**config.mk**
```make
export PLATFORM = sky130hd
export DESIGN_NAME = linear_interp_resampler_core
export DESIGN_NICKNAME = d
export VERILOG_FILES = /design/src/sv/lirs_pkg.sv /design/src/sv/linear_interp_resampler_core.sv /design/src/sv/lirs_front.sv /design/src/sv/lirs_fifo.sv /design/src/sv/lirs_back.sv
export SDC_FILE = /design/constraint.sdc
export NUM_CORES = 2
export LEC_CHECK = 0
export BUFFER_PORTS_ARGS = -buffer_cell sky130_fd_sc_hd__buf_4
export CAP_MARGIN = 10
export CELL_PAD_IN_SITES_DETAIL_PLACEMENT = 1
export CELL_PAD_IN_SITES_GLOBAL_PLACEMENT = 2
export CORE_MARGIN = 8
export CORE_UTILIZATION = 25
export DETAILED_ROUTE_END_ITERATION = 10
export GPL_ROUTABILITY_DRIVEN = 1
export PLACE_DENSITY_LB_ADDON = 0.1
export REMOVE_ABC_BUFFERS = 1
export SYNTH_ARGS = -nofsm -noshare
export SYNTH_HDL_FRONTEND = slang
export SYNTH_SLANG_ARGS = --single-unit
```
**constraint.sdc**
```tcl
create_clock -name aclk -period 11 [get_ports aclk]
set_input_delay 1.65 -clock aclk [delete_from_list [all_inputs] [get_ports aclk]]
set_output_delay 1.65 -clock aclk [all_outputs]
set_load 0.005 [all_outputs]
```
**src/sv/lirs_pkg.sv**
```systemverilog
// shared constants and types for the linear interpolation resampler
// no dependencies; used by the top level, front end, back end and checker
package lirs_pkg;

    localparam int PHASE_FRAC_BITS = 16;
    localparam int STEP_BITS       = 21;
    localparam int CHAN_CNT_BITS   = 4;
    localparam int CH_FIELD_BITS   = 4;
    localparam int OUT_CH_BITS     = 3;
    localparam int CFG_IDX_BITS    = 1;
    localparam int ONE_FRAME       = 1 << PHASE_FRAC_BITS;

    localparam logic [CFG_IDX_BITS-1:0] REG_STEP_RATIO = 1'd0;
    localparam logic [CFG_IDX_BITS-1:0] REG_NUM_CHANS  = 1'd1;

    localparam logic [STEP_BITS-1:0]     STEP_RESET = 21'd65536;
    localparam logic [CHAN_CNT_BITS-1:0] CHAN_RESET = 4'd1;

    // classification of one sample, passed from the front end to the back end
    typedef struct packed {
        logic                     restart;
        logic                     complete;
        logic [CH_FIELD_BITS-1:0] slot;
        logic [CH_FIELD_BITS-1:0] chan_last;
    } lirs_ctrl_t;

endpackage

```
**src/sv/linear_interp_resampler_core.sv**
```systemverilog
// top level of the linear interpolation resampler: config registers, front end,
// request queue and back end; depends on lirs_pkg, lirs_front, lirs_fifo, lirs_back
// a non-closing sample takes the back end's idle state only; a closing sample adds the
// frame state, then per result a multiply state and an output state (add into the output
// register, waiting on a stalled output); the 2-entry queue takes samples while results
// drain; sync active-low reset clears control state and history, not the data registers
module linear_interp_resampler_core #(
    parameter int MAX_CHANNELS = 8,
    parameter int MAX_UPSAMPLE = 8,
    parameter int SAMPLE_BITS  = 24
) (
    input  logic                                aclk,
    input  logic                                aresetn,
    input  logic                                s_tvalid,
    output logic                                s_tready,
    input  logic [((SAMPLE_BITS+7)/8)*8-1:0]    s_tdata,  // sample
    input  logic                                s_tuser,  // restart
    output logic                                m_tvalid,
    input  logic                                m_tready,
    output logic [((SAMPLE_BITS+7)/8)*8-1:0]    m_tdata,  // out_sample
    output logic [lirs_pkg::OUT_CH_BITS-1:0]    m_tuser,  // out_channel
    output logic                                m_tlast,  // last_of_run
    input  logic                                cfg_valid,
    output logic                                cfg_ready,
    input  logic [lirs_pkg::CFG_IDX_BITS-1:0]   cfg_index,
    input  logic [lirs_pkg::STEP_BITS-1:0]      cfg_data
);

    localparam int DATA_W     = ((SAMPLE_BITS + 7) / 8) * 8;
    localparam int CTRL_W     = $bits(lirs_pkg::lirs_ctrl_t);
    localparam int ENTRY_W    = SAMPLE_BITS + CTRL_W;
    localparam int QUEUE_DEPTH = 2;

    logic [lirs_pkg::STEP_BITS-1:0]     step_ratio_reg;
    logic [lirs_pkg::CHAN_CNT_BITS-1:0] num_chans_reg;

    logic                   q_push;
    logic                   q_full;
    logic                   q_pop;
    logic                   q_not_empty;
    logic [SAMPLE_BITS-1:0] push_sample;
    lirs_pkg::lirs_ctrl_t   push_ctrl;
    logic [ENTRY_W-1:0]     push_entry;
    logic [ENTRY_W-1:0]     pop_entry;
    lirs_pkg::lirs_ctrl_t   pop_ctrl;
    logic [SAMPLE_BITS-1:0] pop_sample;
    logic [SAMPLE_BITS-1:0] out_sample;

    assign cfg_ready = 1'b1;

    always_ff @(posedge aclk) begin
        if (!aresetn) begin
            step_ratio_reg <= lirs_pkg::STEP_RESET;
            num_chans_reg  <= lirs_pkg::CHAN_RESET;
        end else if (cfg_valid) begin
            case (cfg_index)
                lirs_pkg::REG_STEP_RATIO: begin
                    step_ratio_reg <= cfg_data;
                end
                lirs_pkg::REG_NUM_CHANS: begin
                    num_chans_reg <= cfg_data[lirs_pkg::CHAN_CNT_BITS-1:0];
                end
                default: begin
                end
            endcase
        end
    end

    lirs_front #(
        .MAX_CHANNELS (MAX_CHANNELS),
        .SAMPLE_BITS  (SAMPLE_BITS)
    ) u_front (
        .aclk          (aclk),
        .aresetn       (aresetn),
        .s_tvalid      (s_tvalid),
        .s_tready      (s_tready),
        .s_sample      (s_tdata[SAMPLE_BITS-1:0]),
        .s_restart     (s_tuser),
        .num_chans     (num_chans_reg),
        .q_full        (q_full),
        .q_push        (q_push),
        .q_sample      (push_sample),
        .q_ctrl        (push_ctrl)
    );

    assign push_entry = {push_sample, push_ctrl};

    lirs_fifo #(
        .WIDTH (ENTRY_W),
        .DEPTH (QUEUE_DEPTH)
    ) u_queue (
        .aclk      (aclk),
        .aresetn   (aresetn),
        .push      (q_push),
        .push_data (push_entry),
        .full      (q_full),
        .pop       (q_pop),
        .not_empty (q_not_empty),
        .pop_data  (pop_entry)
    );

    assign pop_sample = pop_entry[ENTRY_W-1:CTRL_W];
    assign pop_ctrl   = pop_entry[CTRL_W-1:0];

    lirs_back #(
        .MAX_CHANNELS (MAX_CHANNELS),
        .MAX_UPSAMPLE (MAX_UPSAMPLE),
        .SAMPLE_BITS  (SAMPLE_BITS)
    ) u_back (
        .aclk       (aclk),
        .aresetn    (aresetn),
        .q_valid    (q_not_empty),
        .q_sample   (pop_sample),
        .q_ctrl     (pop_ctrl),
        .q_pop      (q_pop),
        .step_ratio (step_ratio_reg),
        .m_valid    (m_tvalid),
        .m_ready    (m_tready),
        .m_sample   (out_sample),
        .m_channel  (m_tuser),
        .m_last     (m_tlast)
    );

    assign m_tdata = DATA_W'(out_sample);

endmodule

```
**src/sv/lirs_front.sv**
```systemverilog
// front end: accepts samples, tracks the channel slot and marks frame ends
// depends on lirs_pkg
module lirs_front #(
    parameter int MAX_CHANNELS = 8,
    parameter int SAMPLE_BITS  = 24
) (
    input  logic                                aclk,
    input  logic                                aresetn,
    input  logic                                s_tvalid,
    output logic                                s_tready,
    input  logic [SAMPLE_BITS-1:0]              s_sample,
    input  logic                                s_restart,
    input  logic [lirs_pkg::CHAN_CNT_BITS-1:0]  num_chans,
    input  logic                                q_full,
    output logic                                q_push,
    output logic [SAMPLE_BITS-1:0]              q_sample,
    output lirs_pkg::lirs_ctrl_t                q_ctrl
);

    localparam int EFF_CH = MAX_CHANNELS < 15 ? MAX_CHANNELS : 15;
    localparam int CH_W   = EFF_CH > 1 ? $clog2(EFF_CH) : 1;

    logic [CH_W-1:0] slot_reg;
    logic [CH_W-1:0] slot_next;
    logic [CH_W-1:0] slot_use;
    logic [CH_W-1:0] chans_m1;
    logic            complete;

    always_comb begin
        if (num_chans == '0) begin
            chans_m1 = '0;
        end else if (num_chans > lirs_pkg::CHAN_CNT_BITS'(EFF_CH)) begin
            chans_m1 = CH_W'(EFF_CH - 1);
        end else begin
            chans_m1 = CH_W'(num_chans - 1'b1);
        end
    end

    assign slot_use = s_restart ? '0 : slot_reg;
    // a lowered channel count closes the frame at the current slot
    assign complete = slot_use >= chans_m1;
    assign slot_next = complete ? '0 : CH_W'(slot_use + 1'b1);

    assign s_tready = !q_full;
    assign q_push   = s_tvalid && !q_full;
    assign q_sample = s_sample;

    always_comb begin
        q_ctrl.restart   = s_restart;
        q_ctrl.complete  = complete;
        q_ctrl.slot      = lirs_pkg::CH_FIELD_BITS'(slot_use);
        q_ctrl.chan_last = lirs_pkg::CH_FIELD_BITS'(chans_m1);
    end

    always_ff @(posedge aclk) begin
        if (!aresetn) begin
            slot_reg <= '0;
        end else if (q_push) begin
            slot_reg <= slot_next;
        end
    end

endmodule

```
**src/sv/lirs_fifo.sv**
```systemverilog
// short request queue between the front end and the back end
// no package dependency
module lirs_fifo #(
    parameter int WIDTH = 32,
    parameter int DEPTH = 2
) (
    input  logic             aclk,
    input  logic             aresetn,
    input  logic             push,
    input  logic [WIDTH-1:0] push_data,
    output logic             full,
    input  logic             pop,
    output logic             not_empty,
    output logic [WIDTH-1:0] pop_data
);

    localparam int PTR_W = DEPTH > 1 ? $clog2(DEPTH) : 1;
    localparam int CNT_W = $clog2(DEPTH + 1);

    logic [WIDTH-1:0] mem_reg [DEPTH];
    logic [PTR_W-1:0] wr_ptr_reg;
    logic [PTR_W-1:0] rd_ptr_reg;
    logic [CNT_W-1:0] count_reg;
    logic             do_push;
    logic             do_pop;

    assign full      = count_reg == CNT_W'(DEPTH);
    assign not_empty = count_reg != '0;
    assign do_push   = push && !full;
    assign do_pop    = pop && not_empty;
    assign pop_data  = mem_reg[rd_ptr_reg];

    always_ff @(posedge aclk) begin
        if (do_push) begin
            mem_reg[wr_ptr_reg] <= push_data;
        end
    end

    always_ff @(posedge aclk) begin
        if (!aresetn) begin
            wr_ptr_reg <= '0;
            rd_ptr_reg <= '0;
            count_reg  <= '0;
        end else begin
            if (do_push) begin
                wr_ptr_reg <= (wr_ptr_reg == PTR_W'(DEPTH - 1)) ? '0 : PTR_W'(wr_ptr_reg + 1'b1);
            end
            if (do_pop) begin
                rd_ptr_reg <= (rd_ptr_reg == PTR_W'(DEPTH - 1)) ? '0 : PTR_W'(rd_ptr_reg + 1'b1);
            end
            if (do_push && !do_pop) begin
                count_reg <= CNT_W'(count_reg + 1'b1);
            end else if (do_pop && !do_push) begin
                count_reg <= CNT_W'(count_reg - 1'b1);
            end
        end
    end

endmodule

```
**src/sv/lirs_back.sv**
```systemverilog
// back end: frame history, phase accumulator and the interpolation datapath
// depends on lirs_pkg
module lirs_back #(
    parameter int MAX_CHANNELS = 8,
    parameter int MAX_UPSAMPLE = 8,
    parameter int SAMPLE_BITS  = 24
) (
    input  logic                               aclk,
    input  logic                               aresetn,
    input  logic                               q_valid,
    input  logic [SAMPLE_BITS-1:0]             q_sample,
    input  lirs_pkg::lirs_ctrl_t               q_ctrl,
    output logic                               q_pop,
    input  logic [lirs_pkg::STEP_BITS-1:0]     step_ratio,
    output logic                               m_valid,
    input  logic                               m_ready,
    output logic [SAMPLE_BITS-1:0]             m_sample,
    output logic [lirs_pkg::OUT_CH_BITS-1:0]   m_channel,
    output logic                               m_last
);

    localparam int EFF_CH       = MAX_CHANNELS < 15 ? MAX_CHANNELS : 15;
    localparam int CH_W         = EFF_CH > 1 ? $clog2(EFF_CH) : 1;
    localparam int FRM_W        = MAX_UPSAMPLE > 1 ? $clog2(MAX_UPSAMPLE) : 1;
    localparam int PFB          = lirs_pkg::PHASE_FRAC_BITS;
    localparam int PH_W         = lirs_pkg::STEP_BITS;
    localparam int SUM_W        = PH_W + 1;
    localparam int DIFF_W       = SAMPLE_BITS + 1;
    localparam int PROD_W       = DIFF_W + PFB + 1;
    localparam int SHIFT_W      = PROD_W - PFB;
    localparam int MIN_STEP_RAW = lirs_pkg::ONE_FRAME / MAX_UPSAMPLE;
    localparam int MIN_STEP     = MIN_STEP_RAW < 1 ? 1 : MIN_STEP_RAW;

    localparam logic [1:0] ST_IDLE  = 2'd0;
    localparam logic [1:0] ST_FRAME = 2'd1;
    localparam logic [1:0] ST_MUL   = 2'd2;
    localparam logic [1:0] ST_OUT   = 2'd3;

    logic [1:0]               state_reg, state_next;
    logic [PH_W-1:0]          phase_reg, phase_next;
    logic                     primed_reg, primed_next;
    logic [CH_W-1:0]          ch_reg, ch_next;
    logic [CH_W-1:0]          chans_m1_reg, chans_m1_next;
    logic [FRM_W-1:0]         frames_reg, frames_next;
    logic signed [PROD_W-1:0] prod_reg, prod_next;
    logic                     m_valid_reg, m_valid_next;
    logic [SAMPLE_BITS-1:0]   m_sample_reg, m_sample_next;
    logic [lirs_pkg::OUT_CH_BITS-1:0] m_channel_reg, m_channel_next;
    logic                     m_last_reg, m_last_next;

    logic [SAMPLE_BITS-1:0]   prev_reg [EFF_CH];
    logic [SAMPLE_BITS-1:0]   cur_reg  [EFF_CH];

    logic                     prev_clear;
    logic                     prev_copy;
    logic                     cur_we;
    logic                     out_free;
    logic                     last_ch;
    logic                     more_frames;
    logic [PH_W-1:0]          step_eff;
    logic [SUM_W-1:0]         phase_sum;
    logic [SAMPLE_BITS-1:0]   cur_sel;
    logic [SAMPLE_BITS-1:0]   prev_sel;
    logic signed [DIFF_W-1:0] diff;
    logic signed [PROD_W-1:0] product;
    logic signed [SHIFT_W-1:0] shifted;
    logic signed [SHIFT_W-1:0] out_wide;

    assign step_eff  = (step_ratio < PH_W'(MIN_STEP)) ? PH_W'(MIN_STEP) : step_ratio;
    assign phase_sum = {1'b0, phase_reg} + {1'b0, step_eff};
    assign last_ch   = ch_reg == chans_m1_reg;
    assign more_frames = (phase_sum < SUM_W'(lirs_pkg::ONE_FRAME))
                      && (frames_reg != FRM_W'(MAX_UPSAMPLE - 1));
    assign out_free  = !m_valid_reg || m_ready;

    assign cur_sel  = cur_reg[ch_reg];
    assign prev_sel = prev_reg[ch_reg];
    assign diff     = $signed({cur_sel[SAMPLE_BITS-1], cur_sel})
                    - $signed({prev_sel[SAMPLE_BITS-1], prev_sel});
    assign product  = diff * $signed({1'b0, phase_reg[PFB-1:0]});
    // arithmetic shift of the product gives the floored fraction
    assign shifted  = prod_reg[PROD_W-1:PFB];
    assign out_wide = $signed({{2{prev_sel[SAMPLE_BITS-1]}}, prev_sel}) + shifted;

    always_comb begin
        state_next     = state_reg;
        phase_next     = phase_reg;
        primed_next    = primed_reg;
        ch_next        = ch_reg;
        chans_m1_next  = chans_m1_reg;
        frames_next    = frames_reg;
        prod_next      = prod_reg;
        m_sample_next  = m_sample_reg;
        m_channel_next = m_channel_reg;
        m_last_next    = m_last_reg;
        m_valid_next   = m_ready ? 1'b0 : m_valid_reg;
        q_pop          = 1'b0;
        prev_clear     = 1'b0;
        prev_copy      = 1'b0;
        cur_we         = 1'b0;

        case (state_reg)
            ST_IDLE: begin
                if (q_valid) begin
                    q_pop  = 1'b1;
                    cur_we = 1'b1;
                    if (q_ctrl.restart) begin
                        prev_clear  = 1'b1;
                        phase_next  = '0;
                        primed_next = 1'b0;
                    end
                    if (q_ctrl.complete) begin
                        chans_m1_next = q_ctrl.chan_last[CH_W-1:0];
                        state_next    = ST_FRAME;
                    end
                end
            end
            ST_FRAME: begin
                if (!primed_reg) begin
                    // first frame only becomes history
                    prev_copy   = 1'b1;
                    primed_next = 1'b1;
                    state_next  = ST_IDLE;
                end else if (phase_reg < PH_W'(lirs_pkg::ONE_FRAME)) begin
                    ch_next     = '0;
                    frames_next = '0;
                    state_next  = ST_MUL;
                end else begin
                    phase_next = PH_W'(phase_reg - PH_W'(lirs_pkg::ONE_FRAME));
                    prev_copy  = 1'b1;
                    state_next = ST_IDLE;
                end
            end
            ST_MUL: begin
                prod_next  = product;
                state_next = ST_OUT;
            end
            ST_OUT: begin
                if (out_free) begin
                    m_valid_next   = 1'b1;
                    m_sample_next  = out_wide[SAMPLE_BITS-1:0];
                    m_channel_next = lirs_pkg::OUT_CH_BITS'(ch_reg);
                    m_last_next    = last_ch && !more_frames;
                    if (!last_ch) begin
                        ch_next    = CH_W'(ch_reg + 1'b1);
                        state_next = ST_MUL;
                    end else if (more_frames) begin
                        phase_next  = phase_sum[PH_W-1:0];
                        frames_next = FRM_W'(frames_reg + 1'b1);
                        ch_next     = '0;
                        state_next  = ST_MUL;
                    end else begin
                        if (phase_sum >= SUM_W'(lirs_pkg::ONE_FRAME)) begin
                            phase_next = PH_W'(phase_sum - SUM_W'(lirs_pkg::ONE_FRAME));
                        end else begin
                            phase_next = '0;
                        end
                        prev_copy  = 1'b1;
                        state_next = ST_IDLE;
                    end
                end
            end
            default: begin
                state_next = ST_IDLE;
            end
        endcase
    end

    always_ff @(posedge aclk) begin
        if (!aresetn) begin
            state_reg   <= ST_IDLE;
            phase_reg   <= '0;
            primed_reg  <= 1'b0;
            ch_reg      <= '0;
            frames_reg  <= '0;
            m_valid_reg <= 1'b0;
        end else begin
            state_reg   <= state_next;
            phase_reg   <= phase_next;
            primed_reg  <= primed_next;
            ch_reg      <= ch_next;
            frames_reg  <= frames_next;
            m_valid_reg <= m_valid_next;
        end
    end

    always_ff @(posedge aclk) begin
        chans_m1_reg  <= chans_m1_next;
        prod_reg      <= prod_next;
        m_sample_reg  <= m_sample_next;
        m_channel_reg <= m_channel_next;
        m_last_reg    <= m_last_next;
    end

    always_ff @(posedge aclk) begin
        if (!aresetn) begin
            for (int i = 0; i < EFF_CH; i++) begin
                prev_reg[i] <= '0;
            end
        end else if (prev_clear) begin
            for (int i = 0; i < EFF_CH; i++) begin
                prev_reg[i] <= '0;
            end
        end else if (prev_copy) begin
            for (int i = 0; i < EFF_CH; i++) begin
                if (CH_W'(i) <= chans_m1_reg) begin
                    prev_reg[i] <= cur_reg[i];
                end
            end
        end
    end

    always_ff @(posedge aclk) begin
        if (cur_we) begin
            cur_reg[q_ctrl.slot[CH_W-1:0]] <= q_sample;
        end
    end

    assign m_valid   = m_valid_reg;
    assign m_sample  = m_sample_reg;
    assign m_channel = m_channel_reg;
    assign m_last    = m_last_reg;

endmodule

```
==> impl_results.md <==
* Starting Density at 25.2%
* Hold Path Class: reg -> reg
* Root buf cell: clkbuf_16
* DR top layer: met4
* Tmin final at 10.22 ns
* CTS Buf Count at 70
* Largest net degree at the start of global routing at 53
* Commonest cells post-synth: inv_1 (504), edfxtp_1 (479), fa_1 (380)
* Setup repair bufs after CTS at 0
* Max-cap violations at 0
* H-Tree Depth at 3
* Via count at 25200
* Power per cell area at 154 nW/um2
* Main flop type after synthesis: edfxtp_1
* First-pass GRT wire length at 191000 um
* Finished Layout Cells at 5606
* Initial DRC count at 1188
* GP Congestion at 0.778
* Register area share after synthesis at 40.6%
* Async set-or-reset flop fraction in the synthesized netlist at 0%
* Adder-Cell Fraction of Synth Area at 24.6%
* Routed wl met2 at 63800 um
* Synth top area share at 36.0%
* Simple-gate share of the synthesized area at 12.7%
* Mapped Area at 40000 um2
* Reg2Reg Setup Slack at 0.78 ns
* HPWL after DPL at 90700 um
* Worst path most repeated cell: fa_1
* Most common cell in the synthesized netlist: inv_1
* Actual slew at the worst max-slew pin at 1.08 ns
* Leak at 18.5 nW
* Nets at 4084
* Worst Path Buf+Inv at 7
* Main combinational cell family by area after synthesis: adder cells
* Core ar. at 159000 um2
* Synth Area in Compound Gates at 5.60%
* Placed cell count at 5475
* CP delay by family, top: adder cells
* Post-synthesis average cell area at 11.8 um2
* Area delta synth->final at 14.6%
* CP arrival at 10.65 ns
* ANT nets after route at 0
* Final Max Slew Viols at 0
* Post-CTS Hold Buffers at 0
* WL final at 126000 um
* Residual DRC at 0
* Total chip power at 7.05 mW
* Die width at 416 um
* CP max stage cell: dfxtp_4
* CP endpoint kind: flop
* Clk sinks at 570
* WHS at 0.459 ns
* Ys Warns at 0
* Mux cell area share after synthesis at 8.23%
* Layout cells sized above 1 at 13.4%
* Status: complete, no violations
* Fmax at 97.8 MHz
* First-pass detailed-route iteration total at 4
* PortBufs at 81
* Worst Path Max Fanout at 38
* # rows at 146
* Chip height at 416 um
* CTS clk-pin slew, worst paths at 0.07 ns
* Final Cycle Share at 92.9%
* Wire length on met3 at 2440 um
* IO Count at 83
* Detailed-route wire length per cell at 22.5 um
* Mapped Cells at 3378
* Max Root-Sink Buffers at 3
* Yosys reg bits at 570
* Worst skew pair latency at 0.65 ns
* Die area at 173000 um2
* CTS tree: yes
* Post-CTS Resized at 0
* Fin. Hold Viols at 0
* Worst vdd ir at 126 uV
* Post-synth cell types at 79
* Wl on met1 at 56800 um
* Worst slew margin at 27.6%
* Vias per inst at 4.49
* GRT Total Usage at 14.5%
* Post-synth EDFFs at 479
* # setup viols final at 0
* WP data required at 11.42 ns
* Max stage delay on crit path at 0.63 ns
* Yosys top cell by area: edfxtp_1
* Xor-xnor portion of the synthesized cell area at 2.13%
* Synth area leaders: edfxtp_1 (36%), fa_1 (19%), and2_1 (5.6%), ha_1 (5.5%), mux4_2 (5.4%)
* Vias in the first global route at 29200
* Post-Route Skew at 0.0291 ns
* Remaining global-route overflow at 0
* Initial antenna violation count at 1
* Crit Path Category: reg -> reg
* Unrepaired setup endpoints after global routing: no
* Crit start category: flop
[report_power, final]
group / total (mW) / switching, mW / internal [mW]
combinational: 1.75 / 1.23 / 0.518
sequential: 2.91 / 0.116 / 2.79
clock: 2.39 / 0.963 / 1.43
[cell families after synthesis]
| kind of cell | count (synthesis) |
|---|---|
| other | 1 |
| muxes | 202 |
| adders and majority gates | 557 |
| xor gates and xnor gates | 97 |
| DFF | 570 |
| buffers and inverters | 648 |
| and+or+nand+nor | 983 |
| AOI/OAI and AO/OA | 320 |
[per-layer routing]
layer  vias to the layer above  global-route usage (%)
met4                         0                    4.10
li1                      11500                       -
met2                       250                    26.0
met3                       141                    1.30
met5                         -                       0
met1                     13200                    18.7
[path summary, 6_finish.rpt]
path	cells past startpoint	from	endpoint
max	34	flop	u_back.prod_reg[36]
min	2	step_ratio_reg[4]	step_ratio_reg[4]
max reg2reg	34	flop	u_back.prod_reg[36]
min reg2reg	2	step_ratio_reg[4]	step_ratio_reg[4]
[worst reg2reg max path: cells and delay by family (launching register included)]
family	cells	cell delay, ns
AOI/OAI and AO/OA	11	2.95
xor gates and xnor gates	1	0.11
adders and majority gates	8	3.65
buffers and inverters	7	0.93
DFF	1	0.63
muxes	2	0.87
and+or+nand+nor	5	0.86
[cell usage in the layout, fill, tap and decap left out, types with 21 or more instances in the layout]
cell / n
and3_1: 34
mux2i_1: 52
a21o_1: 21
a21boi_0: 28
mux4_2: 96
a21oi_1: 64
inv_1: 504
nand3_1: 29
fa_1: 380
clkbuf_16: 72
dfxtp_1: 82
nand2_1: 294
and2_1: 357
xor2_1: 30
nor2b_1: 33
nand2b_1: 22
ha_1: 176
xnor2_1: 65
mux2_2: 54
o21ai_0: 61
edfxtp_1: 479
nor3_1: 46
buf_4: 166
nor2_1: 107
[final cells by class]
class | instances | area, um2
fill | 17300 | 113000
multi-input combinational | 2160 | 21400
sequential | 570 | 16200
tap | 2072 | 2590
clock buffer | 92 | 1920
inverter | 504 | 1890
timing repair buffer | 170 | 1320
clock inverter | 36 | 464
antenna | 2 | 5.00
[stage by stage]
step	setup slack (ns)	util (%)	setup TNS [ns]	cell area (um2)
detailed placement	0.560	27.4	0	43400
finish	0.777	28.9	0	45800
global route	0.000925	28.9	0	45800
CTS	0.494	28.9	0	45800
floorplan	-1.24	-	-18.75	39400
global placement	0.632	27.4	0	43400
(Power assumes the default switching activity.)
